==> config.mk <==
export PLATFORM = sky130hd
export DESIGN_NAME = bmi_modmul
export DESIGN_NICKNAME = d
export VERILOG_FILES = /design/src/bmi_pkg.sv /design/src/bmi_modmul.sv
export VERILOG_INCLUDE_DIRS = /design/src /design/src/src
export SDC_FILE = /design/constraint.sdc
export NUM_CORES = 1
export LEC_CHECK = 0
export ABC_CLOCK_PERIOD_IN_PS = 5800
export BUFFER_PORTS_ARGS = -buffer_cell sky130_fd_sc_hd__clkbuf_2
export CORE_UTILIZATION = 48
export CTS_CLUSTER_SIZE = 16
export DETAILED_ROUTE_END_ITERATION = 12
export PLACE_DENSITY = 0.65
export SLEW_MARGIN = 20
export SYNTH_ARGS = -nofsm -noshare
export SYNTH_HDL_FRONTEND = slang
export SYNTH_SLANG_ARGS = --single-unit
==> constraint.sdc <==
create_clock -name i_clk -period 5.8 [get_ports i_clk]
set_input_delay 0.87 -clock i_clk [delete_from_list [all_inputs] [get_ports i_clk]]
set_output_delay 0.87 -clock i_clk [all_outputs]
set_load 0.05 [all_outputs]
==> src/assert_macros.svh <==
// shared assertion macros
`ifndef ASSERT_MACROS_SVH
`define ASSERT_MACROS_SVH

// property must hold at every rising clock edge outside reset
`define ASSERT_CLK(lbl, clk, rst_n, prop, msg) \
    lbl: assert property (@(posedge clk) disable iff (!rst_n) (prop)) else $error(msg);

// expression must never be true outside reset
`define ASSERT_NEVER(lbl, clk, rst_n, expr, msg) \
    lbl: assert property (@(posedge clk) disable iff (!rst_n) !(expr)) else $error(msg);

`endif

==> src/bmi_pkg.sv <==
`timescale 1ns / 1ps

package bmi_pkg;

    localparam int QW = 12;
    localparam int AW_IN = 17;
    localparam int PW = 24;
    localparam int BarrettShift = 36;
    localparam int BarrettMW = 25;
    localparam int BatchDefault = 288;

    localparam logic [QW-1:0] ModQ = 12'd3457;
    localparam logic [QW-1:0] ExpQm2 = 12'd3455;
    localparam logic [AW_IN-1:0] CanonOffset = 17'd1802;
    localparam logic [BarrettMW-1:0] BarrettM =
        BarrettMW'((64'd1 << BarrettShift) / 64'd3457);

    // request to the shared modular multiplier
    typedef struct packed {
        logic             go;
        logic             canon;   // reduce a alone instead of a*b
        logic [AW_IN-1:0] a;
        logic [QW-1:0]    b;
    } t_mm_req;

    typedef struct packed {
        logic          done;
        logic [QW-1:0] result;
    } t_mm_rsp;

endpackage

==> src/bmi_modmul.sv <==
`timescale 1ns / 1ps

module bmi_modmul (
    input  logic             i_clk,
    input  logic             i_rst_n,
    input  bmi_pkg::t_mm_req i_req,
    output bmi_pkg::t_mm_rsp o_rsp
);
    import bmi_pkg::*;
    `include "assert_macros.svh"

    logic [PW-1:0]           r_p;
    logic [PW-1:0]           r_p1;
    logic [12:0]             r_t;
    logic [12:0]             r_r;
    logic [QW-1:0]           r_res;
    logic                    r_v0, r_v1, r_v2, r_v3;

    logic [PW-1:0]           n_p;
    logic [PW+BarrettMW-1:0] bar_prod;
    logic [PW-1:0]           tq;
    logic [PW-1:0]           diff;

    always_comb begin
        if (i_req.canon) begin
            n_p = PW'(i_req.a);
        end else begin
            n_p = PW'(i_req.a[QW-1:0]) * PW'(i_req.b);
        end
    end

    // barrett estimate of the quotient, at most one below the true one
    assign bar_prod = (PW+BarrettMW)'(r_p) * (PW+BarrettMW)'(BarrettM);
    assign tq       = PW'(r_t) * PW'(ModQ);
    assign diff     = r_p1 - tq;

    always_ff @(posedge i_clk) begin
        if (!i_rst_n) begin
            r_v0 <= 1'b0;
            r_v1 <= 1'b0;
            r_v2 <= 1'b0;
            r_v3 <= 1'b0;
        end else begin
            r_v0 <= i_req.go;
            r_v1 <= r_v0;
            r_v2 <= r_v1;
            r_v3 <= r_v2;
        end
    end

    always_ff @(posedge i_clk) begin
        r_p  <= n_p;
        r_t  <= bar_prod[BarrettShift+12:BarrettShift];
        r_p1 <= r_p;
        r_r  <= diff[12:0];
        if (r_r >= 13'(ModQ)) begin
            r_res <= QW'(r_r - 13'(ModQ));
        end else begin
            r_res <= r_r[QW-1:0];
        end
    end

    assign o_rsp.done   = r_v3;
    assign o_rsp.result = r_res;

    `ASSERT_CLK(a_done_latency, i_clk, i_rst_n, o_rsp.done |-> $past(i_req.go, 4), "done without request")
    `ASSERT_CLK(a_result_range, i_clk, i_rst_n, o_rsp.done |-> (o_rsp.result < ModQ), "result not reduced")
    `ASSERT_NEVER(a_no_overlap, i_clk, i_rst_n, i_req.go && (r_v0 || r_v1 || r_v2), "request while unit busy")

endmodule
======== Word level (Yosys, flattened, before mapping) ========
Cells that the tools add are included.
storage, ports and cells
  flip-flop bits (word level) ............. 79
  output and inout bits ................... 13
  word-level logic and storage cells ...... 18
operators by class
  add/subtract/negate cells ............... 2
  $mul .................................... 3
  magnitude comparators ................... 1
  muxes and demuxes ....................... 2
operators by type and width
  kind                                                    number
  multiplier 24 x 23 -> 47 bit (second input constant)    1
  multiplier 12 x 12 -> 24 bit                            1
  2-to-1 mux 17 bit                                       1
  >= comparator 13 x 12 -> 1 bit (second input constant)  1
  multiplier 13 x 12 -> 13 bit (second input constant)    1
  subtractor 13 bit                                       1
  2-to-1 mux 12 bit                                       1
  subtractor 12 bit (second input constant)               1

======== Longest topological paths before layout ========
  word-level depth ........................ 2
  mapped depth ............................ 21
  mapped depth without buffers ............ 21

======== Least setup slack after synthesis ========
Ideal clock, no wire load.
  path type ............................... reg2reg
  start point ............................. register r_p[9]
  end point ............................... register r_t[6]
  setup time .............................. 122 ps
  arrival time ............................ 5896 ps
  required time ........................... 5678 ps
  path slack .............................. -218 ps
  cell stages (with the launch flop) ...... 20
  cell sequence ........................... dfxtp_1 fa_1 fa_1 inv_1 fa_1 inv_1 fa_1 fa_1 fa_1 inv_1 fa_1 inv_1 ha_1 a21o_1 a221oi_1 o22ai_1 nor4b_1 nand2_1 a21o_1 a311o_1
between the ends
  word-level cells in the longest chain between the ends .. 1
ends and longest elaborated chain
  what                          RTL line          RTL
  from (decl)                   bmi_modmul.sv:12  logic [PW-1:0] r_p;
  from (signal assigned)        bmi_modmul.sv:52  r_p <= n_p;
  multiplier 24 x 23 -> 47 bit  bmi_modmul.sv:33  assign bar_prod = (PW+BarrettMW)'(r_p) * (PW+BarrettMW)'(BarrettM);
  named net bar_prod[42]        bmi_modmul.sv:20  logic [PW+BarrettMW-1:0] bar_prod;
  to (signal assigned)          bmi_modmul.sv:53  r_t <= bar_prod[BarrettShift+12:BarrettShift];
  to (decl)                     bmi_modmul.sv:14  logic [12:0] r_t;
The timed path passes the listed nets, and every way through them passes these cells.
A chain may end at the register's enable or synchronous reset.

======== Final worst setup path ========
  start point ............................. register r_p[13]
  end point ............................... register r_t[6]
The elaborated chain is that of the path after synthesis.

==> reports/results.ini <==
[routing]
routed-via-count = 12877
firstDrtPassIters = 6
totalWireLength_mm = 42.94
viasPerCell = 5.084
ant_nets = 0
drc = 0
wl_per_cell_um = 16.95
drt-initial-drc-count = 561

[synthesis]
netlist_instances = 1865
synth_seq_cells = 79
synth-main-ff-cell = dfxtp_1
avgSynthCellArea_um2 = 9.655
ys_types = 66
yosysWarnings = 0
synth_edf_count = 0
ys_seq_area_share_pct = 8.783
syn_nets = 2586
mappedNetlistArea_um2 = 18010
async_reset_ff_share_pct = 0

[grt]
grt_max_degree = 38
grt.total_usage_pct = 23.61
grt_pass1_vias = 13486
grt_pass1_wl_mm = 69.70
antenna_found_initial = 0
gr-total-overflow = 0

[worst_setup_path]
worstRegToRegCells = 20
critPathLaunchType = flip-flop
critPathArrivalTime_ns = 6.21
crit_fanout = 6
reg2reg_from = r_p[13]
reg2reg_slack_ns = -0.17
required_ns = 6.04
worstReg2RegEnd = r_t[6]
end_kind = flip-flop
path_class = flip-flop to flip-flop

[clock_network]
clock_path_buffers = 2
clock_latency_ns = 0.36
htreeDepth = 3
cts_tree = built
numCtsBuffers = 9
cts_num_sinks = 79
cts_root_buffer = clkbuf_16
clk_pin_slew_ns = 0.08

[sta]
whs_ns = 0.4406
fin_ws_ns = -0.1704
drv_slew = 0
worstMarginPinSlew_ns = 0.7397
period_minus_slack_ns = 5.970
max_freq_mhz = 167.5
rsz0062_at_grt = yes
hold_viol_final = 0
finClkSkew_ns = 0.009070
min_period_over_period_pct = 102.9
slew_headroom_pct = 50.69
setup-violations-final = 11
setup_tns_ns = -1.098

[outcome]
status = finished, violations left
violations = setup timing

[placed_design]
dp.cells = 2505
gp_congestion = 0.9447
dp_hpwl_mm = 38.31
io_buffer_count = 45

[layout]
final_cell_mix = inv_1, ha_1, fa_1
drive_gt1_share_pct = 15.74
n_antenna_cell = 0
fin_nets = 2781
stdcell_count = 2533
mostFrequentLayoutCell = inv_1
area_growth_pct = 15.54
fillers = 3177
multi_input_area_um2 = 14770
seq_area_um2 = 1623

[min_path]
min_path_cells = 1
hold_class = flip-flop to flip-flop
hold_start = r_v0
hold-path-endpoint = r_v1

[floorplanning]
core-area_um2 = 36790
start_util_pct = 48.95
die_w_um = 195.7
die_y_um = 195.7
fp-row-count = 70
dieArea_um2 = 38290
io_pins = 46

[run]
drv_cap = 0

## Yosys cell counts (all sizes together) (3+ instances only)
master / n / share of area, %
o21a: 15 / 0.63
xor2: 16 / 0.78
xnor2: 32 / 1.6
nand3: 11 / 0.31
a2111oi: 4 / 0.19
a221oi: 3 / 0.15
and2: 48 / 1.7
o2111ai: 3 / 0.15
and3: 12 / 0.42
nand2: 138 / 2.9
a21oi: 44 / 1.2
nand2b: 7 / 0.24
o31a: 3 / 0.15
a21o: 23 / 0.96
a311oi: 3 / 0.15
a211o: 4 / 0.19
a21boi: 4 / 0.17
o211ai: 4 / 0.17
a31oi: 6 / 0.21
o21bai: 4 / 0.17
nand3b: 3 / 0.13
and4: 3 / 0.15
nand4: 6 / 0.21
nor4: 3 / 0.10
o31ai: 3 / 0.13
mux2: 7 / 0.44
o21ai: 30 / 0.83
nor3: 17 / 0.47
a211oi: 7 / 0.29
dfxtp: 79 / 8.8
nor2b: 5 / 0.17
clkbuf: 30 / 0.63
inv: 519 / 11
nor2: 44 / 0.96
fa: 333 / 37
a311o: 5 / 0.28
ha: 355 / 25
## worst max path at each step
stage                 start      to  slack (ns)  depth (start not counted)
detailed placement   r_p[5]  r_t[8]       -0.33                         20
CTS                  r_p[8]  r_t[6]       -0.17                         19
global placement    r_p[15]  r_t[6]       -0.29                         19
global route         r_p[3]  r_t[6]       -0.30                         22
floorplan           r_p[12]  r_t[6]       0.005                         19
finish              r_p[13]  r_t[6]       -0.17                         20
## worst max-delay path, cell delays in order (launching register included)
cell and delay, ns:
dfxtp_4 0.36, buf_4 0.18, fa_1 0.46, fa_1 0.46
fa_1 0.49, inv_1 0.05, fa_1 0.54, inv_1 0.05
fa_1 0.49, inv_1 0.05, fa_1 0.48, inv_1 0.04
ha_1 0.33, ha_4 0.25, a21o_1 0.15, a21o_1 0.19
o31a_1 0.28, nor4b_4 0.32, nand2_2 0.13, a21o_1 0.20
a311o_1 0.34
## metal layers
| layer | routed length (um) | GRT usage, % | vias to the layer above |
|---|---|---|---|
| met5 | 0 | 0 | - |
| met4 | 847 | 5.440 | 0 |
| met3 | 2146 | 3.816 | 38 |
| met2 | 20070 | 37.87 | 253 |
| met1 | 19880 | 33.54 | 6405 |
| li1 | - | - | 6181 |
## sequential cells by signal (all words and copies together) (netlist names)
name,flops
r_v1,1
r_v3,1
r_r,13
r_t,13
r_v2,1
r_res,12
r_p1,13
r_v0,1
r_p,24
## repair_timing
item                                    in CTS  in global routing
hold buffers                                 0                  0
pin swaps                                   43                 27
gates resized for setup                     68                 24
setup buffers                                7                  7
endpoints found under the setup margin      13                 16
## through the flow
stage | utilization, % | setup WS [ns] | cell area [um^2]
floorplan | - | 0.004653 | 18030
global placement | 54.27 | -0.2910 | 19960
detailed placement | 54.27 | -0.3252 | 19960
CTS | 56.06 | -0.1748 | 20620
global route | 56.56 | -0.2979 | 20810
finish | 56.56 | -0.1704 | 20810
## area by class of cell
type | instances | area share (%)
repair buffers | 216 | 7.608
flip-flops and latches | 79 | 7.800
multi-input cells | 1235 | 70.97
clock inverters | 7 | 0.3608
clock buffers | 9 | 1.083
well taps | 468 | 2.815
inverters | 519 | 9.364
## logic make-up after synthesis
family / share of synthesized area, %
xor+xnor: 2.335
flops: 8.783
mux: 0.5489
simple gates: 8.414
buf+inv: 11.51
fa+ha+maj: 61.69
compound gates: 6.726
Power is not shown: default switching activity piles up to over one toggle a cycle in this logic, so the estimate is an artifact.
